[src/design/var_pkg.sv]
// ----------------------------------------------------------------------------
// var_pkg
// Shared types, widths and constants of the vector axis rotation unit.
// ----------------------------------------------------------------------------
package var_pkg;

   localparam int DATA_WIDTH    = 16;
   localparam int ANGLE_WIDTH   = 16;
   localparam int AXIS_WIDTH    = 2;
   localparam int CORDIC_STAGES = 16;
   localparam int GUARD_BITS    = 16;
   localparam int TABLE_LEN     = 32;
   localparam int IDX_WIDTH     = 5;
   localparam int GAIN_WIDTH    = 32;
   localparam int ACC_WIDTH     = DATA_WIDTH + GUARD_BITS + 4;
   localparam int TURN_WIDTH    = 33;
   localparam int NUM_CELLS     = (CORDIC_STAGES < TABLE_LEN) ? CORDIC_STAGES : TABLE_LEN;

   localparam logic signed [GAIN_WIDTH-1:0] GAIN_Q31 = 32'sd1304065748;

   localparam logic [AXIS_WIDTH-1:0] AXIS_X = 2'd0;
   localparam logic [AXIS_WIDTH-1:0] AXIS_Y = 2'd1;
   localparam logic [AXIS_WIDTH-1:0] AXIS_Z = 2'd2;

   localparam logic [31:0] ATAN_TABLE [TABLE_LEN] = '{
      32'd536870912, 32'd316933406, 32'd167458907, 32'd85004756,
      32'd42667331,  32'd21354465,  32'd10679838,  32'd5340245,
      32'd2670163,   32'd1335087,   32'd667544,    32'd333772,
      32'd166886,    32'd83443,     32'd41722,     32'd20861,
      32'd10430,     32'd5215,      32'd2608,      32'd1304,
      32'd652,       32'd326,       32'd163,       32'd81,
      32'd41,        32'd20,        32'd10,        32'd5,
      32'd3,         32'd1,         32'd1,         32'd0
   };

   typedef struct packed {
      logic signed [DATA_WIDTH-1:0]  comp_x;
      logic signed [DATA_WIDTH-1:0]  comp_y;
      logic signed [DATA_WIDTH-1:0]  comp_z;
      logic        [ANGLE_WIDTH-1:0] turn_angle;
      logic        [AXIS_WIDTH-1:0]  axis_index;
   } req_type;

   typedef struct packed {
      logic signed [DATA_WIDTH-1:0] out_x;
      logic signed [DATA_WIDTH-1:0] out_y;
      logic signed [DATA_WIDTH-1:0] out_z;
      logic                         saturated;
   } rsp_type;

   typedef struct packed {
      logic signed [ACC_WIDTH-1:0]  x;
      logic signed [ACC_WIDTH-1:0]  y;
      logic signed [TURN_WIDTH-1:0] t;
      logic        [AXIS_WIDTH-1:0] axis;
      logic signed [DATA_WIDTH-1:0] pass;
   } stage_type;

endpackage

[src/design/var_cell.sv]
// ----------------------------------------------------------------------------
// var_cell
// One CORDIC micro-rotation with its register stage.
// ----------------------------------------------------------------------------
module var_cell
   import var_pkg::*;
(
   input  logic                 clock,
   input  logic                 reset,
   input  logic                 enable,
   input  logic [IDX_WIDTH-1:0] stage_idx,
   input  logic                 in_valid,
   input  stage_type            in_stage,
   output logic                 out_valid,
   output stage_type            out_stage
);

   logic                         valid_ff;
   stage_type                    stage_ff, stage_in;
   logic signed [ACC_WIDTH-1:0]  x_sh, y_sh;
   logic signed [TURN_WIDTH-1:0] step;

   always_comb begin
      x_sh     = in_stage.x >>> stage_idx;
      y_sh     = in_stage.y >>> stage_idx;
      step     = signed'(TURN_WIDTH'(ATAN_TABLE[stage_idx]));
      stage_in = in_stage;
      if (!in_stage.t[TURN_WIDTH-1]) begin
         stage_in.x = in_stage.x - y_sh;
         stage_in.y = in_stage.y + x_sh;
         stage_in.t = in_stage.t - step;
      end else begin
         stage_in.x = in_stage.x + y_sh;
         stage_in.y = in_stage.y - x_sh;
         stage_in.t = in_stage.t + step;
      end
   end

   always_ff @(posedge clock) begin
      if (reset) begin
         valid_ff <= 1'b0;
      end else if (enable) begin
         valid_ff <= in_valid;
      end
   end

   always_ff @(posedge clock) begin
      if (enable) begin
         stage_ff <= stage_in;
      end
   end

   assign out_valid = valid_ff;
   assign out_stage = stage_ff;

endmodule

[config.mk]
export PLATFORM = sky130hd
export DESIGN_NAME = var_cell
export DESIGN_NICKNAME = d
export VERILOG_FILES = /design/src/design/var_pkg.sv /design/src/design/var_cell.sv
export SDC_FILE = /design/constraint.sdc
export NUM_CORES = 1
export LEC_CHECK = 0
export BUFFER_PORTS_ARGS = -buffer_cell sky130_fd_sc_hd__buf_2
export CAP_MARGIN = 0
export CORE_MARGIN = 3
export CORE_UTILIZATION = 64
export DETAILED_ROUTE_END_ITERATION = 6
export PLACE_DENSITY = 0.89
export SLEW_MARGIN = 10
export SYNTH_ARGS = -nofsm -noshare
export SYNTH_HDL_FRONTEND = slang
export SYNTH_SLANG_ARGS = --single-unit
[constraint.sdc]
create_clock -name clock -period 13.9 [get_ports clock]
set_input_delay 2.78 -clock clock [delete_from_list [all_inputs] [get_ports clock]]
set_output_delay 2.78 -clock clock [all_outputs]
set_load 0.1 [all_outputs]
### After elaboration in Yosys (flattened, before gate mapping)

Memories as Yosys holds them, arrays and structs flattened.
Index checks and enable logic that the tools add are counted.

| operators by class | value |
|---|---|
| $lt $le $gt $ge | 1 |
| mux-type cells | 3 |
| shift operators | 2 |
| bitwise logic cells | 1 |
| add/subtract/negate cells | 6 |

Operator list:

| cell | count |
|---|---|
| 105-bit 2-to-1 mux | 1 |
| 36-bit adder | 2 |
| 36-bit by 5-bit >>> shifter with 36-bit output | 2 |
| 36-bit subtractor | 2 |
| 32-bit 2-to-1 mux | 2 |
| 33-bit adder | 1 |
| 33-bit subtractor | 1 |
| 6-bit >= comparator (second input constant) | 1 |
| 5-bit inverter with 6-bit output | 1 |

| storage, ports and cells | value |
|---|---|
| output and inout port bits | 124 |
| input bits | 132 |
| word-level logic and storage cells | 20 |
| memories | 1 |
| flip-flop bits (word level) | 124 |
| bits in read-only memories | 1024 |

Memory list:

| memory | depth | bits a word | rd ports | clocked after memory_dff | wr ports | line | RTL |
|---|---|---|---|---|---|---|---|
| (no name shown) | 32 | 32 | 1 | 0 | 0 | var_cell.sv:26 | `step = signed'(TURN_WIDTH'(ATAN_TABLE[stage_idx]));` |

### Logic depth before layout (Yosys ltp)

Gate-level depths: netlist of the first run.

| logic depth | value |
|---|---|
| word-level depth | 6 |
| mapped depth | 30 |
| mapped depth without buffers | 25 |

### Worst setup path after synthesis of the first run

No wires, ideal clock.

| timing path | value |
|---|---|
| kind | input-to-reg |
| from | input stage_idx[1] |
| to | register stage_ff (netlist bit out_stage[47]), data pin |
| buffers on the path | 5 |
| data required time | 13638 ps |
| arrival time | 8095 ps |
| library setup time | 262 ps |
| slack | 5543 ps |
| stages on the path | 28 |
| cells stage by stage | buf_2 > inv_2 > buf_2 > buf_2 > buf_1 > ha_1 > clkbuf_1 > nor2_1 > nor2_1 > a221oi_1 > a21oi_1 > inv_1 > ha_1 > and3_1 > nand4_1 > nor2_1 > nor2_2 > xnor2_1 > ha_1 > a21oi_1 > o21bai_1 > a21o_1 > a21o_1 > a221o_1 > a221o_1 > a211oi_1 > o21bai_1 > xor2_1 |

RTL lines:

| element | line | RTL |
|---|---|---|
| start: declaration | var_cell.sv:11 | `input logic [IDX_WIDTH-1:0] stage_idx,` |
| end signal: assignment | var_cell.sv:49 | `stage_ff <= stage_in;` |
| end: declaration | var_cell.sv:19 | `stage_type stage_ff, stage_in;` |

==> out/metrics.yaml, run 1 <==
run_status:
  status: "complete, but fails checks"
  violations: "design-rule violations"
finish:
  ff_latch_area_sq_mm: 0.00371
  final_cell_area_sq_mm: 0.0182
  nets: 2249
  area_growth_pct: 11.3
  multi_input_area_sq_mm: 0.0119
  layout_common_cells: "buf_2, a21oi_1, nor2_1"
  final_common_cell: "buf_2"
  n_antenna_cell: 0
  drive_gt1_frac: 0.223
  fin_cells: 2340
  num-fill-cells: 1827
global_routing:
  grt_max_degree: 90
  grt_pass1_wl_um: 87500
  grt_pass1_vias: 16200
  antenna_found_initial: 2
  globalRouteTotalUtil: 0.389
  overflow: 0
floorplanning:
  fp.dieH_um: 166
  num_io_pins: 256
  die_area_sq_mm: 0.0275
  initial_utilization: 0.662
  die_w_um: 166
  core_area_sq_mm: 0.0247
  row_count: 57
yosys:
  synth_ff_type: "edfxtp_1"
  syn_nets: 2053
  ys_seq_area_frac: 0.227
  async_flop_share: 0
  synth_edf_count: 123
  avgSynthCellArea_sq_um: 9.06
  yosysUniqueCellTypes: 103
  ys_ff_latch: 124
  synth_warnings: 0
  netlist_instances: 1807
  synth_area_sq_mm: 0.0164
route:
  dr.pass1.iters: 7
  drtIter0Drc: 2559
  wirelength_um: 55500
  routed_via_density: 7.07
  drc: 3
  wl_per_cell_um: 23.7
  antenna_left: 0
  via_count: 16600
timing:
  finalWorstSetupSlack_ns: 4.14
  rsz0062_at_grt: "no"
  fin_worst_skew_ns: 0
  hold_viol: 0
  fin_crit_ns: 9.76
  finalSetupViolCount: 0
  worst_slew_margin_rel: 0.279
  tightestPinTransition_ns: 1.08
  period_share: 0.702
  tns_ns: 0
  slew_viol_final: 0
  max_freq_mhz: 102
clock_network:
  cts_buffers: 17
  cts_sinks: 124
  post_cts_buffers: 0
  clock_path_buffers: 2
  ctsHoldBuffers: 0
  cts_tree: "yes"
  post_cts_resized: 0
  clk_pin_slew_ns: 0.06
  insertion_delay_ns: 0.42
  cts_root_buf: "clkbuf_16"
  htree_levels: 4
critical_path:
  critPathSlowestCell: "buf_4"
  worst_path_dominant_cell_family: "compound AO/OA/AOI/OAI gates"
  r2r_cells: 2
  path_depth: 22
  reg2reg_to: "out_valid"
  cp-end-kind: "flip-flop"
  path_class: "in -> reg"
  crit_path_max_fanout: 84
  path_buf_inv: 2
  critical-path-max-stage-delay_ns: 0.88
  r2r_start: "out_valid"
  worstSetupStartpointType: "input pin"
  cp-startpoint: "stage_idx[2]"
  crit_top_cell: "a221oi_1"
  worstPathRequired_ns: 14.08
  cp-endpoint: "out_stage[121]"
  arrival_ns: 9.94
  rrSetupSlack_ns: 13.31
  crit_chain: "buf_4 > buf_4 > mux4_2 > mux2i_1 > o21ai_1 > a221oi_1 > nand4_1 > nor3_1 > and2_1 > and2b_1 > nor2_1 > xnor2_1 > ha_1 > and4_1 > a221oi_1 > o21ai_0 > a21o_1 > a221oi_1 > o22ai_1 > o31a_1 > mux2i_1 > nand2_1"
placed_design:
  dpl.cell_count: 2308
  io_buffers: 255
  placed_cell_area_sq_mm: 0.0177
  post-place-ws_ns: 3.85
  hpwl_um: 41300
  routabilityCongestion: 1.11
power_and_ir_drop:
  leakage_nw: 7.68
  finalPower_mw: 2.66
  ir_drop_mv: 0.117
  power.density_mw_per_mm2: 146
worst_hold_path:
  hold_start: "out_valid"
  hold_class: "reg -> reg"
job:
  drv_cap: 0
[kinds of logic (layout without fill, tap and decap cells)]
family                     count (synthesis)  in the layout  share of synthesized area
AOI/OAI and AO/OA                        546            546                      0.220
and+or+nand+nor                          517            517                      0.155
muxes                                    178            178                      0.171
xor gates and xnor gates                 176            176                     0.0941
buffers and inverters                    152            361                     0.0442
DFF                                      124            124                      0.227
adders and majority gates                114            114                     0.0885
[layout make-up]
type | instances | share of cell area
clock buffer | 18 | 0.0235
clock inverter | 14 | 0.00604
inverter | 57 | 0.0117
multi-input combinational | 1531 | 0.655
sequential | 124 | 0.204
tap | 324 | 0.0222
timing repair buffer | 272 | 0.0777
[worst min-delay path, cell delays in order, from the launching register on]
cell and delay [ns]:
dfxtp_1 0.33, mux2i_1 0.07, nor2_1 0.07
[through the flow]
step / util / hold slack (ns)
CTS: 0.736 / 0.509
global placement: 0.715 / 0.473
floorplan: - / 0.971
detailed placement: 0.715 / 0.497
finish: 0.736 / 0.509
global route: 0.736 / 0.566
[cells in the mapped netlist (12+ instances only)]
cell type | count | area share
nand2_1 | 136 | 0.031
a21o_1 | 51 | 0.023
and3_1 | 19 | 0.0073
nor3_1 | 38 | 0.012
and2_1 | 21 | 0.0080
o22ai_1 | 15 | 0.0057
ha_1 | 111 | 0.085
xor2_1 | 75 | 0.040
edfxtp_1 | 123 | 0.23
buf_2 | 22 | 0.0067
o21ai_0 | 90 | 0.028
nor2_1 | 148 | 0.034
buf_1 | 18 | 0.0041
a31oi_1 | 32 | 0.012
nand2b_1 | 29 | 0.011
nor2b_1 | 31 | 0.012
a211oi_1 | 22 | 0.010
mux2_2 | 32 | 0.022
nand3_1 | 24 | 0.0073
xnor2_1 | 101 | 0.054
a221oi_1 | 13 | 0.0070
mux2i_1 | 63 | 0.039
a21oi_1 | 155 | 0.047
a22oi_1 | 16 | 0.0073
o21a_1 | 22 | 0.010
o211ai_1 | 16 | 0.0073
o21bai_1 | 16 | 0.0073
mux4_2 | 73 | 0.10
clkbuf_1 | 34 | 0.0078
buf_4 | 12 | 0.0055
inv_1 | 53 | 0.012
[how the worst min path moves through the flow]
| stage | endpoint | cells past startpoint | slack [ns] |
|---|---|---|---|
| 3_5_place_dp | out_valid | 2 | 0.50 |
| 6_report | out_valid | 2 | 0.51 |
| 2_1_floorplan | out_valid | 2 | 0.97 |
| 4_1_cts | out_valid | 2 | 0.51 |
| 3_3_place_gp | out_valid | 2 | 0.47 |
| 5_1_grt | out_valid | 2 | 0.57 |
[layer usage]
layer  up-vias  GRT usage  share of wire
met5         -          0        0.00061
li1       7277          -              -
met1      7757      0.489           0.36
met3       256     0.0976           0.12
met2      1261      0.636           0.46
met4         4      0.178          0.055
[power breakdown]
part | internal (mW) | total [mW] | leakage [nW] | switching [mW]
clock network | 0.232 | 0.445 | 0.266 | 0.213
registers | 0.542 | 0.564 | 1.21 | 0.0220
logic | 0.429 | 1.65 | 6.20 | 1.22
total | 1.20 | 2.66 | 7.68 | 1.46
[registers in the layout, indices dropped and copies added (netlist names)]
name and count:
out_stage 123, out_valid 1
No activity file was read; power rests on OpenSTA's default activity.
==> run 2: changes to the inputs <==
Settings changed: ABC_AREA set to 1, CORE_UTILIZATION 64 to 54, PLACE_DENSITY 0.89 to 0.79.
Clock period 13.9 ns to 8.35 ns, I/O delays scaled along.
==> run 2 against run 1 <==
Against the previous run:
- the run still ends with design-rule violations left
- worst setup slack worse by 2.7 ns
- sequential power is 67% higher
- global-route usage is 3.5 points lower
- clock power is 62% higher
- largest power group unchanged
- highest routed layer is now met4
==> out/metrics.yaml, run 2 <==
run_status:
  status: "complete, but fails checks"
  violations: "design-rule violations"
critical_path:
  cp-end-kind: "flip-flop"
  arrival_ns: 7.10  # -2.84 ns
  crit_top_cell: "inv_1"
  critical-path-max-stage-delay_ns: 0.77  # -0.11 ns
  crit_chain: "buf_2 > inv_4 > nand3_1 > nand3_1 > nand3_1 > nand2_1 > inv_1 > ha_1 > inv_1 > nor2_1 > nand2_1 > nor2_2 > inv_1 > nor2_2 > nor2_1 > xor2_1 > ha_1 > nand2_1 > nor2_1 > inv_1 > o21ai_0 > a21boi_0 > o21ai_0 > xor2_1"
  crit_path_max_fanout: 72  # -14%
  worstSetupStartpointType: "input pin"
  cp-startpoint: "stage_idx[2]"
  r2r_start: "out_valid"
  critPathSlowestCell: "buf_2"
  worstPathRequired_ns: 8.54  # -5.54 ns
  path_class: "in -> reg"
finish:
  n_antenna_cell: 0  # unchanged
  fin_cells: 3238  # +38%
  layout_common_cells: "nand2_1, nand3_1, inv_1"
  final_cell_area_sq_mm: 0.0185  # +1.3%
  drive_gt1_frac: 0.110  # -0.113
  final_util: 0.618  # -0.119
  nets: 3083  # +37%
  area_growth_pct: 11.7
  largest_reg_flops: 123  # unchanged
  final_common_cell: "nand2_1"
clock_network:
  cts_tree: "yes"
  cts_buffers: 17  # unchanged
  clock_path_buffers: 2  # unchanged
  post_cts_resized: 0  # unchanged
  cts_sinks: 124  # unchanged
  htree_levels: 4  # unchanged
  clk_pin_slew_ns: 0.06  # about the same
  ctsHoldBuffers: 0  # unchanged
  insertion_delay_ns: 0.46  # +0.04 ns
  post_cts_buffers: 0  # unchanged
  cts_root_buf: "clkbuf_16"
global_routing:
  grt_pass1_wl_um: 93000  # +6.2%
  grt_max_degree: 82  # -8.9%
  grt_pass1_vias: 17700  # +9.4%
  antenna_found_initial: 0  # -2
  globalRouteTotalUtil: 0.354  # -0.0348
  overflow: 0  # unchanged
timing:
  tightestPinTransition_ns: 1.07  # -0.00845 ns
  hold_viol: 0  # unchanged
  fin_worst_skew_ns: 0  # unchanged
  fin_crit_ns: 6.91
  tns_ns: 0  # unchanged
  max_freq_mhz: 145
  whs_ns: 0.489  # -0.0205 ns
  period_share: 0.828
  rsz0062_at_grt: "no"
  worst_slew_margin_rel: 0.286  # +0.00711
  slew_viol_final: 0  # unchanged
  finalSetupViolCount: 0  # unchanged
yosys:
  synth_edf_count: 123  # unchanged
  ys_seq_area_frac: 0.225  # -0.00206
  synth_ff_type: "edfxtp_1"
  synth_fa_ha_area_frac: 0.0877  # -0.000804
  synth_top_family_by_area: "simple AND/OR/NAND/NOR gates"
  synth_largest_area_cell: "edfxtp_1"
  synth_mux_area_frac: 0.000606  # -0.170
  syn_nets: 2884  # +40%
  yosysUniqueCellTypes: 52  # -50%
  synth_warnings: 0  # unchanged
  synth_xor_area_frac: 0.0917  # -0.00245
  avgSynthCellArea_sq_um: 6.26  # -31%
  netlist_instances: 2638  # +46%
  synth_top_cells_by_count: "nand2_1, nand3_1, inv_1"
  synth_compound_area_frac: 0.115  # -0.105
  synth_top_area_share: 0.224  # -0.00205
  ys_top_cells_by_area: "edfxtp_1, nand2_1, nand3_1, ha_1, xor2_1"
  async_flop_share: 0  # unchanged
  yosys.area_share.simple: 0.386  # +0.231
  synth_area_sq_mm: 0.0165  # +0.92%
  ys_ff_latch: 124  # unchanged
  synth.most_common_cell: "nand2_1"
power_and_ir_drop:
  ir_drop_mv: 0.285  # +140%
  switching_share: 0.562  # +0.0146
  p_switching_mw: 2.48  # +70%
  p_int_mw: 1.93  # +61%
  power.share.clock: 0.163  # -0.004
  comb_power_share: 0.623  # +0.002
  seqPwrFrac: 0.214  # +0.002
  power.density_mw_per_mm2: 239  # +64%
  leakage_nw: 9.45  # +23%
route:
  wirelength_um: 60200  # +8.5%
  routed_via_density: 5.89  # -17%
  wl_per_cell_um: 18.6  # -22%
  drc: 1  # -2
  antenna_left: 0  # unchanged
  via_count: 19100  # +15%
  dr.pass1.iters: 7  # unchanged
  drtIter0Drc: 2348  # -8.2%
placed_design:
  hpwl_um: 48700  # +18%
  placed_cell_area_sq_mm: 0.0179  # +1.3%
  io_buffers: 255  # unchanged
  dpl.cell_count: 3208  # +39%
  routabilityCongestion: 1.06  # -4.6%
floorplanning:
  row_count: 63  # +11%
  num_io_pins: 256  # unchanged
  die_area_sq_mm: 0.0327  # +19%
  core_area_sq_mm: 0.0299  # +21%
  initial_utilization: 0.553  # -0.109
  fp.dieH_um: 181  # +9.0%
  die_w_um: 181  # +9.0%
worst_hold_path:
  hold_start: "out_valid"
  hold_class: "reg -> reg"
job:
  drv_cap: 0  # unchanged
## run 2: cell types whose count changed after synthesis, moves of 29 or more
cell	before	now
mux2_2	32	0
nor2_1	148	220
inv_1	53	274
nand3_1	24	405
a21o_1	51	10
nand2b_1	29	0
nand2_1	136	841
nor2b_1	31	0
mux4_2	73	0
xor2_1	75	122
xnor2_1	101	51
mux2i_1	63	1
## run 2: power by group through the flow
stage | sequential (mW) | clock [mW] | combinational, mW
4_1_cts | 0.945 | 0.721 | 2.72
2_1_floorplan | 2.07 | 0 | 1.07
5_1_grt | 0.959 | 0.749 | 2.92
3_3_place_gp | 0.951 | 0 | 2.68
6_report | 0.944 | 0.720 | 2.75
3_5_place_dp | 0.954 | 0 | 2.70
## run 2: worst paths after layout
path,to,slack (ns),depth (start not counted)
setup / recovery,out_stage[74],1.44,24
hold / removal,out_valid,0.49,2
setup reg to reg,out_valid,7.78,2
hold reg to reg,out_valid,0.49,2
## run 2: critical path: cells and delay by family
kind	cells	cell delay, ns
adders and majority gates	2	0.54
AOI/OAI and AO/OA	3	1.24
and+or+nand+nor	11	1.68
buffers and inverters	6	1.59
xor gates and xnor gates	2	0.34
## run 2: metrics by stage
stage	power (mW)	setup WS, ns
after floorplan	3.13	2.60
after detailed placement	3.66	1.13
after CTS	4.38	1.60
after global routing	4.63	0.984
final	4.42	1.44
after global placement	3.63	1.13
## run 2: metal layers
layer | up-vias | GRT usage | share of wire
met5 | - | 0 | 0
met4 | 0 | 0.120 | 0.034
met3 | 161 | 0.0757 | 0.095
met2 | 1112 | 0.574 | 0.45
met1 | 8676 | 0.471 | 0.42
li1 | 9138 | - | -
## run 2: area by class of cell
| class | instances | area [sq um] |
|---|---|---|
| well taps | 390 | 488 |
| multi-input cells | 2145 | 11300 |
| fillers | 2986 | 11400 |
| repair buffers | 269 | 1380 |
| clock inverters | 10 | 101 |
| flip-flops and latches | 124 | 3710 |
| inverters | 280 | 1060 |
| clock buffers | 20 | 437 |
## run 2: logic make-up (layout without fill, tap and decap cells)
logic type / Yosys count / in the layout
AND/OR/NAND/NOR: 1524 / 1524
AO/OA/AOI/OAI: 333 / 333
flip-flops: 124 / 124
XOR/XNOR: 173 / 173
multiplexers: 1 / 1
adder cells (fa/ha/maj): 114 / 114
buffers and inverters: 369 / 579
