===== src/design/var_pkg.sv =====
// ----------------------------------------------------------------------------
// var_pkg
// Shared types, widths and constants of the vector axis rotation unit.
// ----------------------------------------------------------------------------
package var_pkg;

   localparam int DATA_WIDTH    = 16;
   localparam int ANGLE_WIDTH   = 16;
   localparam int AXIS_WIDTH    = 2;
   localparam int CORDIC_STAGES = 16;
   localparam int GUARD_BITS    = 16;
   localparam int TABLE_LEN     = 32;
   localparam int IDX_WIDTH     = 5;
   localparam int GAIN_WIDTH    = 32;
   localparam int ACC_WIDTH     = DATA_WIDTH + GUARD_BITS + 4;
   localparam int TURN_WIDTH    = 33;
   localparam int NUM_CELLS     = (CORDIC_STAGES < TABLE_LEN) ? CORDIC_STAGES : TABLE_LEN;

   localparam logic signed [GAIN_WIDTH-1:0] GAIN_Q31 = 32'sd1304065748;

   localparam logic [AXIS_WIDTH-1:0] AXIS_X = 2'd0;
   localparam logic [AXIS_WIDTH-1:0] AXIS_Y = 2'd1;
   localparam logic [AXIS_WIDTH-1:0] AXIS_Z = 2'd2;

   localparam logic [31:0] ATAN_TABLE [TABLE_LEN] = '{
      32'd536870912, 32'd316933406, 32'd167458907, 32'd85004756,
      32'd42667331,  32'd21354465,  32'd10679838,  32'd5340245,
      32'd2670163,   32'd1335087,   32'd667544,    32'd333772,
      32'd166886,    32'd83443,     32'd41722,     32'd20861,
      32'd10430,     32'd5215,      32'd2608,      32'd1304,
      32'd652,       32'd326,       32'd163,       32'd81,
      32'd41,        32'd20,        32'd10,        32'd5,
      32'd3,         32'd1,         32'd1,         32'd0
   };

   typedef struct packed {
      logic signed [DATA_WIDTH-1:0]  comp_x;
      logic signed [DATA_WIDTH-1:0]  comp_y;
      logic signed [DATA_WIDTH-1:0]  comp_z;
      logic        [ANGLE_WIDTH-1:0] turn_angle;
      logic        [AXIS_WIDTH-1:0]  axis_index;
   } req_type;

   typedef struct packed {
      logic signed [DATA_WIDTH-1:0] out_x;
      logic signed [DATA_WIDTH-1:0] out_y;
      logic signed [DATA_WIDTH-1:0] out_z;
      logic                         saturated;
   } rsp_type;

   typedef struct packed {
      logic signed [ACC_WIDTH-1:0]  x;
      logic signed [ACC_WIDTH-1:0]  y;
      logic signed [TURN_WIDTH-1:0] t;
      logic        [AXIS_WIDTH-1:0] axis;
      logic signed [DATA_WIDTH-1:0] pass;
   } stage_type;

endpackage


===== src/design/var_prep.sv =====
// ----------------------------------------------------------------------------
// var_prep
// Axis selection, quadrant fold and gain compensation, two register stages.
// ----------------------------------------------------------------------------
module var_prep
   import var_pkg::*;
(
   input  logic      clock,
   input  logic      reset,
   input  logic      enable,
   input  logic      in_valid,
   input  req_type   in_word,
   output logic      out_valid,
   output stage_type out_stage
);

   localparam int EXT_WIDTH  = DATA_WIDTH + 1;
   localparam int PROD_WIDTH = EXT_WIDTH + GAIN_WIDTH;
   localparam logic signed [TURN_WIDTH-1:0] QUARTER = TURN_WIDTH'(64'sd1073741824);
   localparam logic signed [TURN_WIDTH-1:0] HALF    = TURN_WIDTH'(64'sd2147483648);

   logic                          fold_valid_ff;
   logic signed [EXT_WIDTH-1:0]   a_ff, a_in;
   logic signed [EXT_WIDTH-1:0]   b_ff, b_in;
   logic signed [TURN_WIDTH-1:0]  t_ff, t_in;
   logic        [AXIS_WIDTH-1:0]  axis_ff, axis_in;
   logic signed [DATA_WIDTH-1:0]  pass_ff, pass_in;
   logic                          valid_ff;
   stage_type                     stage_ff, stage_in;

   logic signed [EXT_WIDTH-1:0]   a_sel, b_sel;
   logic signed [TURN_WIDTH-1:0]  t_raw;
   logic signed [PROD_WIDTH-1:0]  prod_a, prod_b;

   always_comb begin
      axis_in = (in_word.axis_index > AXIS_Z) ? AXIS_Z : in_word.axis_index;
      case (axis_in)
         AXIS_X: begin
            a_sel   = EXT_WIDTH'(in_word.comp_y);
            b_sel   = EXT_WIDTH'(in_word.comp_z);
            pass_in = in_word.comp_x;
         end
         AXIS_Y: begin
            a_sel   = EXT_WIDTH'(in_word.comp_z);
            b_sel   = EXT_WIDTH'(in_word.comp_x);
            pass_in = in_word.comp_y;
         end
         default: begin
            a_sel   = EXT_WIDTH'(in_word.comp_x);
            b_sel   = EXT_WIDTH'(in_word.comp_y);
            pass_in = in_word.comp_z;
         end
      endcase
      t_raw = TURN_WIDTH'(signed'({in_word.turn_angle, 16'b0}));
      if (t_raw > QUARTER) begin
         a_in = -a_sel;
         b_in = -b_sel;
         t_in = t_raw - HALF;
      end else if (t_raw < -QUARTER) begin
         a_in = -a_sel;
         b_in = -b_sel;
         t_in = t_raw + HALF;
      end else begin
         a_in = a_sel;
         b_in = b_sel;
         t_in = t_raw;
      end
   end

   always_ff @(posedge clock) begin
      if (reset) begin
         fold_valid_ff <= 1'b0;
      end else if (enable) begin
         fold_valid_ff <= in_valid;
      end
   end

   always_ff @(posedge clock) begin
      if (enable) begin
         a_ff    <= a_in;
         b_ff    <= b_in;
         t_ff    <= t_in;
         axis_ff <= axis_in;
         pass_ff <= pass_in;
      end
   end

   always_comb begin
      prod_a        = PROD_WIDTH'(a_ff) * PROD_WIDTH'(GAIN_Q31);
      prod_b        = PROD_WIDTH'(b_ff) * PROD_WIDTH'(GAIN_Q31);
      stage_in.x    = ACC_WIDTH'(prod_a >>> (31 - GUARD_BITS));
      stage_in.y    = ACC_WIDTH'(prod_b >>> (31 - GUARD_BITS));
      stage_in.t    = t_ff;
      stage_in.axis = axis_ff;
      stage_in.pass = pass_ff;
   end

   always_ff @(posedge clock) begin
      if (reset) begin
         valid_ff <= 1'b0;
      end else if (enable) begin
         valid_ff <= fold_valid_ff;
      end
   end

   always_ff @(posedge clock) begin
      if (enable) begin
         stage_ff <= stage_in;
      end
   end

   assign out_valid = valid_ff;
   assign out_stage = stage_ff;

endmodule


===== config.mk =====
export PLATFORM = sky130hd
export DESIGN_NAME = var_prep
export DESIGN_NICKNAME = d
export VERILOG_FILES = /design/src/design/var_pkg.sv /design/src/design/var_prep.sv
export SDC_FILE = /design/constraint.sdc
export NUM_CORES = 1
export LEC_CHECK = 0
export ABC_AREA = 1
export BUFFER_PORTS_ARGS = -buffer_cell sky130_fd_sc_hd__buf_2
export CAP_MARGIN = 5
export CELL_PAD_IN_SITES_DETAIL_PLACEMENT = 1
export CELL_PAD_IN_SITES_GLOBAL_PLACEMENT = 1
export CORE_MARGIN = 2
export CORE_UTILIZATION = 46
export DETAILED_ROUTE_END_ITERATION = 7
export GPL_TIMING_DRIVEN = 1
export PLACE_DENSITY_LB_ADDON = 0.12
export SETUP_SLACK_MARGIN = 0.02
export SLEW_MARGIN = 20
export SYNTH_ARGS = -nofsm -noshare
export SYNTH_HDL_FRONTEND = slang
export SYNTH_SLANG_ARGS = --single-unit

===== constraint.sdc =====
create_clock -name clock -period 6.76 [get_ports clock]
set_clock_uncertainty 0.2 [all_clocks]
set_input_delay 0.338 -clock clock [delete_from_list [all_inputs] [get_ports clock]]
set_output_delay 0.338 -clock clock [all_outputs]
set_load 0.05 [all_outputs]

# Yosys cells after proc, flatten, opt, wreduce, memory -nomap -nowiden
# Index checks and enable logic that the tools add are counted.
[totals]
inputBits = 70
mem_bits_ro = 0
memories = 0
out_inout_bits = 124
latchBits = 0
mem_bits_rw = 0
elab_cells = 33
register_bits = 206
[classes]
n_reduce_logical = 1
bitwise = 0
muxes = 10
magnitude_cmp = 3
n_addsub = 4
mul = 2
n_div = 0
n_shift = 0
n_eq_ne = 1
[ops]
columns = ["cell", "count"]
rows = [
  ["$mul A17 B30 Y47 const B", 2],
  ["$mux W17", 4],
  ["$pmux W17 S2", 2],
  ["$mux W33", 2],
  ["$neg A17 Y17", 2],
  ["$add A32 B33 Y33 const B", 1],
  ["$sub A32 B33 Y33 const B", 1],
  ["$gt A32 B32 Y1 const B", 1],
  ["$lt A32 B31 Y1 const B", 1],
  ["$pmux W16 S2", 1],
  ["$eq A2 B1 Y1 const B", 1],
  ["$gt A2 B2 Y1 const B", 1],
  ["$logic_not A2 Y1", 1],
  ["$mux W2", 1],
]

# Longest topological paths before layout
# Gate-level depths: netlist of the first run.
[depth]
depth_word = 7
ltp_mapped = 25
depth_no_buf = 25

# Worst setup path after synthesis of the first run
# Ideal clock, no wire load.
[synth_path]
kind = "register -> register"
start = "register a_ff[4]"
end = "register stage_ff, in the netlist out_stage[119] (data pin)"
synth_period_minus_slack_ns = 5.397
path_stages_with_launch = 21
required_time_ns = 6.307
slack_ns = 1.363
path_buffers = 0
setup_ns = 0.253
arrival_ns = 4.944
path_cell_list = "edfxtp_1 > ha_1 > inv_1 > fa_1 > inv_1 > fa_1 > inv_1 > fa_1 > inv_1 > fa_1 > inv_1 > fa_1 > inv_1 > ha_1 > nand2_1 > nor2_1 > nand4_1 > o21ai_0 > nand2_1 > nand4_1 > nand2_1"
[synth_via]
elab_chain_len = 1
[synth_rtl]
columns = ["item", "line", "text"]
rows = [
  ["start, declared", "var_prep.sv:23", "logic signed [EXT_WIDTH-1:0] a_ff, a_in;"],
  ["start signal, assigned", "var_prep.sv:80", "a_ff <= a_in;"],
  ["$mul A17 B30 Y47", "var_prep.sv:89", "prod_a = PROD_WIDTH'(a_ff) * PROD_WIDTH'(GAIN_Q31);"],
  ["named net prod_a[47]", "var_prep.sv:33", "logic signed [PROD_WIDTH-1:0] prod_a, prod_b;"],
  ["end signal, assigned", "var_prep.sv:108", "stage_ff <= stage_in;"],
  ["end, declared", "var_prep.sv:29", "stage_type stage_ff, stage_in;"],
]
# The timed path passes the listed nets, and every way through them passes these cells.
# A chain may end at the register's enable or synchronous reset.

# Worst setup path after layout of the first run
[layout_path]
start = "register b_ff[10]"
end = "register stage_ff, in the netlist out_stage[75] (data pin)"
[layout_via]
elab_chain_len = 1
[layout_rtl]
columns = ["item", "line", "text"]
rows = [
  ["start, declared", "var_prep.sv:24", "logic signed [EXT_WIDTH-1:0] b_ff, b_in;"],
  ["start signal, assigned", "var_prep.sv:81", "b_ff <= b_in;"],
  ["$mul A17 B30 Y47", "var_prep.sv:90", "prod_b = PROD_WIDTH'(b_ff) * PROD_WIDTH'(GAIN_Q31);"],
  ["named net prod_b[39]", "var_prep.sv:33", ""],
]
# The timed path passes the listed nets, and every way through them passes these cells.

==> flow_summary_export.csv, run 1 <==
group,metric,value,unit
timing,setup_tns,0,ns
drt,antenna_left,0,
place,gp_congestion,1.001,
timing,fin_crit,6.428,ns
clocking,clockBufferDepth,2,
die,dieArea,58470,um^2
min_path,hold_depth,3,
min_path,hold_path.class,"in2reg",
drt,vias_per_cell,5.121,
setup_path,startpoint_type,"flip-flop",
timing,setup_violations,0,
setup_path,path_max_fanout,6,
die,start_util,0.4632,
yosys,ys_types,42,
min_path,hold_start,"in_word[52]",
timing,slew_headroom,0.3535,
clocking,cts.htree.levels,4,
yosys,synth_xor_area_frac,0.01986,
global_route,grt_start_max_net_pins,76,
yosys,syn_area_per_cell,8.798,um^2
drt,route.detailed.drc,0,
yosys,synth_area,26010,um^2
min_path,holdPathEnd,"pass_ff[2]$_DFFE_PP_",
timing,rsz0062_at_grt,"false",
clocking,clock_sinks,174,
yosys,synthMuxAreaShare,0,
timing,finalHoldViolCount,0,
place,portBuffers,177,
clocking,cts-root-buf,"clkbuf_16",
setup_path,r2r_slack,0.33,ns
setup_path,critical_path_required,6.81,ns
yosys,synth_top_family_by_area,"adder cells",
yosys,synthTopCellsByArea,"fa_1 (29%), edfxtp_1 (20%), ha_1 (16%)",
die,die_y,241.8,um
global_route,track_usage,0.2934,
place,dp_hpwl,73.49,mm
clocking,cts_buffers,17,
yosys,yosys.area.top_type_share,0.2909,
layout,area_growth,10.11,%
global_route,grt.overflow.total,0,
clocking,cts_tree,"yes",
clocking,clk_latency,0.52,ns
place,dp.cells,3873,
clocking,cts_resized,0,
timing,final_max_slew_viol_count,0,
yosys,synth-compound-area-share,0.06469,
global_route,grt_pass1_wl,129.6,mm
setup_path,crit_type,"reg2reg",
global_route,antenna_found_initial,0,
global_route,grt_pass1_vias,22180,
layout,layout-drive-gt1-share,0.07327,
clocking,clk_pin_slew,0.10,ns
drt,totalWireLength,83.49,mm
die,io_pins,194,
yosys,netlist_instances,2957,
setup_path,r2r_cells,18,
timing,period_share,0.9508,
yosys,seq_area_frac_synth,0.2001,
die,core,56170,um^2
layout,stdcell_count,3937,
yosys,ys_ff_latch,174,
die,fp-row-count,87,
setup_path,cp_data_arrival_time,6.48,ns
status,run_status,"complete, no violations",
drt,drtIter0Drc,931,
setup_path,cp-end-kind,"flip-flop",
yosys,synthSimpleGateAreaFrac,0.1374,
die,die_w,241.8,um
drt,drt_pass1_iterations,5,
drt,num_vias,20160,
setup_path,reg2reg_to,"out_stage[75]$_DFFE_PP_",
timing,worstMarginPinSlew,0.9698,ns
job,cap_violations,0,
setup_path,r2r_start,"b_ff[10]$_DFFE_PP_",
timing,max_freq,155.6,MHz
yosys,synth-warning-count,0,
layout,num-nets-final,3949,
yosys,synth.largest_area_cell,"fa_1",
yosys,synth_adder_area_share,0.4515,
drt,wire_per_inst,21.21,um
==> Yosys cell counts <==
master,n
nand2_2,2
and3_1,1
and2_1,2
inv_1,801
o21a_1,17
nor2_4,1
xnor2_1,14
a21oi_1,122
nand2_1,549
nor3_1,16
ha_1,334
o221ai_1,13
nor4_1,1
nor2_1,193
buf_6,5
fa_1,378
clkinv_1,1
buf_1,2
dfxtp_1,2
buf_2,5
o21ai_1,9
nand4_1,29
edfxtp_1,172
o211ai_2,6
inv_2,2
clkbuf_1,4
xor2_1,45
nand3b_1,6
o21ai_2,2
conb_1,1
inv_4,1
nor2_8,1
or2_2,3
buf_4,21
nand3_1,77
o21bai_1,7
o21ai_0,77
a22oi_1,8
o211ai_1,11
a21o_1,8
a21boi_0,7
nand3_2,1
==> worst max path at each step <==
stage	slack (ns)	cells after the start	end	from
final	0.33	18	out_stage[75]$_DFFE_PP_	b_ff[10]$_DFFE_PP_
after detailed placement	0.52	18	out_stage[75]$_DFFE_PP_	b_ff[10]$_DFFE_PP_
after global routing	0.11	18	out_stage[75]$_DFFE_PP_	b_ff[10]$_DFFE_PP_
after global placement	0.63	18	out_stage[75]$_DFFE_PP_	b_ff[10]$_DFFE_PP_
after CTS	0.42	18	out_stage[75]$_DFFE_PP_	b_ff[10]$_DFFE_PP_
after floorplan	1.36	20	out_stage[119]$_DFFE_PP_	a_ff[4]$_DFFE_PP_
==> kinds of logic after synthesis <==
logic type                 Yosys count
DFF                                174
xor gates and xnor gates            59
other                                1
buffers and inverters              842
and+or+nand+nor                    882
AOI/OAI and AO/OA                  287
adders and majority gates          712
==> metal layers <==
layer	part of all wire	wire [um]	track usage
met5	0	0	0
met4	0.014	1200	0.05864
met3	0.049	4082	0.04362
met2	0.46	38290	0.4770
met1	0.48	39920	0.4189
==> worst max-delay path, stage by stage, from the launching register on <==
cell,delay (ns)
edfxtp_1,0.58
ha_1,0.69
inv_1,0.13
fa_1,0.56
inv_1,0.10
fa_1,0.54
fa_1,0.53
inv_1,0.07
fa_1,0.53
inv_1,0.07
fa_1,0.44
ha_1,0.40
nand2_1,0.14
nor2_1,0.24
nand2_1,0.21
nor4_1,0.32
nand3_1,0.17
nand4_1,0.14
nand2_1,0.07
==> layout by cell type (no fill, tap or decap), types with 5 or more instances in the layout <==
cell type and count:
a21o_1 8, o21ai_0 77, xor2_1 45, nand2_1 549, edfxtp_1 172, clkinv_8 7
o21a_1 17, o211ai_1 11, clkbuf_16 17, nand4_1 29, nor2_1 193, xnor2_1 14
dlygate4sd3_1 31, buf_2 176, buf_4 5, a22oi_1 8, o21ai_1 9, o211ai_2 6
fa_1 378, o221ai_1 13, nor3_1 16, o21bai_1 7, inv_1 801, conb_1 16
ha_1 334, nand3_1 77, inv_12 5, nand3b_1 6, a21oi_1 122, a21boi_0 7
==> state kept, by name, indices dropped and copies added, names as in the netlist <==
| register | flops |
|---|---|
| b_ff | 17 |
| axis_ff | 2 |
| out_valid | 1 |
| fold_valid_ff | 1 |
| out_stage | 103 |
| pass_ff | 16 |
| t_ff | 17 |
| a_ff | 17 |
==> repair_timing <==
| item | 4_1_cts | 5_1_grt |
|---|---|---|
| buffers inserted | 0 | 0 |
| hold buffers | 31 | 0 |
| endpoints found under the hold margin | 30 | 0 |
==> through the flow <==
stage	hold slack, ns	instance area (um^2)	util	setup slack [ns]
CTS	0.0009522	28640	0.5099	0.4154
detailed placement	0.2061	27690	0.4929	0.5249
finish	0.02699	28650	0.5100	0.3323
global placement	0.2003	27690	0.4929	0.6300
floorplan	0.2003	26070	-	1.363
global route	0.02501	28640	0.5099	0.1059
==> area by class of cell <==
type                    count  area, um^2
fillers                  6733       27520
multi-input cells        1956       17580
flip-flops and latches    174        5205
inverters                 805        3024
repair buffers            213        1240
well taps                 756       945.9
clock buffers              17       425.4
clock inverters            15       221.5
diodes                      1       2.502
Power of run 1 is not shown: default switching activity piles up to over one toggle a cycle in this logic, so the estimate is an artifact.
==> run 2, diff against run 1 <==
--- a/config.mk
+++ b/config.mk
@@ -14,7 +14,7 @@
 export CORE_UTILIZATION = 46
 export DETAILED_ROUTE_END_ITERATION = 7
 export GPL_TIMING_DRIVEN = 1
-export PLACE_DENSITY_LB_ADDON = 0.12
+export PLACE_DENSITY = 0.84
 export SETUP_SLACK_MARGIN = 0.02
 export SLEW_MARGIN = 20
 export SYNTH_ARGS = -nofsm -noshare
==> run 2 against run 1 <==
  * Design area hardly changed
  * Die area stayed put
  * Maximum frequency is 0.56% higher
  * Routed wire length is 2.2% higher
  * Non-clock buffer count is 5 higher
  * First-iteration DRC count is 26% higher
  * Setup slack better by 0.036 ns
  * Critical path depth stayed put
  * Worst hold slack worse by 0.026 ns
  * Utilization hardly changed
  * Critical endpoint unchanged
  * Largest cell class unchanged
  * Highest routed layer unchanged
==> flow_summary_export.csv, run 2 (same netlist as run 1, synthesis figures left out) <==
group,metric,value,unit
layout,filler_cell_count,6727,
timing,slew_headroom,0.3782,
global_route,grt_pass1_vias,22960,
layout,final_common_cell,"inv_1",
layout,layout_common_cells,"inv_1 (801), nand2_1 (549), fa_1 (378)",
place,gp_congestion,0.9945,
place,portBuffers,177,
die,dieArea,58470,um^2
clocking,cts_resized,0,
job,cap_violations,0,
drt,route.detailed.drc,0,
layout,seqCellArea,5205,um^2
drt,wire_per_inst,21.65,um
global_route,track_usage,0.2993,
drt,antenna_left,0,
clocking,cts.htree.levels,4,
setup_path,path_max_fanout,7,
die,die_y,241.8,um
die,start_util,0.4632,
die,core,56170,um^2
timing,period_share,0.9455,
layout,num-nets-final,3954,
setup_path,critPathMaxStageDelay,0.65,ns
global_route,grt.overflow.total,0,
setup_path,crit_family,"adder cells",
timing,rsz0062_at_grt,"false",
status,run_status,"complete, no violations",
setup_path,critical_path_buf_inv_count,4,
setup_path,cp_cell_sequence,"ha_1 > inv_1 > fa_1 > inv_1 > fa_1 > fa_1 > inv_1 > fa_1 > fa_1 > inv_1 > ha_1 > nand2_1 > nor2_1 > nand2_1 > nor4_1 > nand3_1 > nand4_1 > nand2_1",
layout,stdcell_count,3942,
timing,setup_violations,0,
timing,holdWs,0.0006989,ns
layout,multiInputGateArea,17580,um^2
setup_path,crit_top_cell,"fa_1",
clocking,cts-root-buf,"clkbuf_16",
global_route,antenna_found_initial,1,
clocking,clockBufferDepth,2,
setup_path,cp-end-kind,"flip-flop",
drt,drt_pass1_iterations,5,
drt,num_vias,20550,
global_route,grt_pass1_wl,132.4,mm
drt,vias_per_cell,5.214,
setup_path,crit_type,"reg2reg",
clocking,clk_pin_slew,0.09,ns
layout,layout-drive-gt1-share,0.07347,
timing,fin_crit,6.392,ns
setup_path,startpoint_type,"flip-flop",
die,io_pins,194,
layout,largest_reg_flops,103,
setup_path,critical_path_required,6.83,ns
clocking,clock_sinks,174,
layout,area_growth,10.16,%
setup_path,cp_slowest_cell,"ha_1",
place,dp_hpwl,74.27,mm
place,dp.cells,3874,
clocking,clk_latency,0.53,ns
timing,setup_tns,0,ns
drt,drtIter0Drc,1174,
die,fp-row-count,87,
layout,postLayoutCoreUtil,0.5102,
clocking,cts_tree,"yes",
die,die_w,241.8,um
timing,worstMarginPinSlew,0.9316,ns
timing,finalHoldViolCount,0,
timing,max_freq,156.5,MHz
min_path,hold_path.class,"in2reg",
drt,totalWireLength,85.36,mm
timing,final_max_slew_viol_count,0,
clocking,cts_buffers,17,
global_route,grt_start_max_net_pins,66,
setup_path,cp_data_arrival_time,6.46,ns
-- run 2: worst reg2reg max path, delay by kind of cell (launching register included) --
family                     cells  cell delay, ns
DFF                            1            0.63
adders and majority gates      7            3.58
buffers and inverters          4            0.33
and+or+nand+nor                7            1.40
-- run 2: per-stage QoR --
step / cell area, um^2 / setup WS [ns]
detailed placement: 27690 / 0.4592
global route: 28660 / 0.1030
CTS: 28660 / 0.4304
floorplan: 26070 / 1.363
global placement: 27690 / 0.5508
finish: 28660 / 0.3682
-- run 2: layout make-up --
| class | count | share of cell area |
|---|---|---|
| multi-input cells | 1956 | 0.6135 |
| flip-flops and latches | 174 | 0.1816 |
| inverters | 805 | 0.1055 |
| repair buffers | 218 | 0.04493 |
| well taps | 756 | 0.03301 |
| clock buffers | 17 | 0.01484 |
| clock inverters | 15 | 0.006505 |
| diodes | 1 | 0.00008732 |
-- run 2: final timing paths --
check,from,endpoint,slack (ns),cells after the start
setup / recovery,b_ff[8]$_DFFE_PP_,out_stage[75]$_DFFE_PP_,0.37,18
hold / removal,in_word[51],pass_ff[1]$_DFFE_PP_,0.0007,3
setup reg to reg,b_ff[8]$_DFFE_PP_,out_stage[75]$_DFFE_PP_,0.37,18
hold reg to reg,pass_ff[15]$_DFFE_PP_,out_stage[15]$_DFFE_PP_,0.23,0
-- run 2: timing repair --
item / 4_1_cts / 5_1_grt
buffers inserted: 0 / 0
endpoints found under the hold margin: 33 / 0
hold buffers: 35 / 0
-- run 2: layer usage --
metal / part of all wire / global-route usage / wire [um] / up-vias
met2: 0.46 / 0.4880 / 39500 / 576
met5: 0 / 0 / 0 / -
met3: 0.062 / 0.06115 / 5292 / 81
met1: 0.45 / 0.4080 / 38810 / 10390
li1: - / - / - / 9509
met4: 0.021 / 0.07771 / 1754 / 0
Power of run 2 is left out for the same reason.
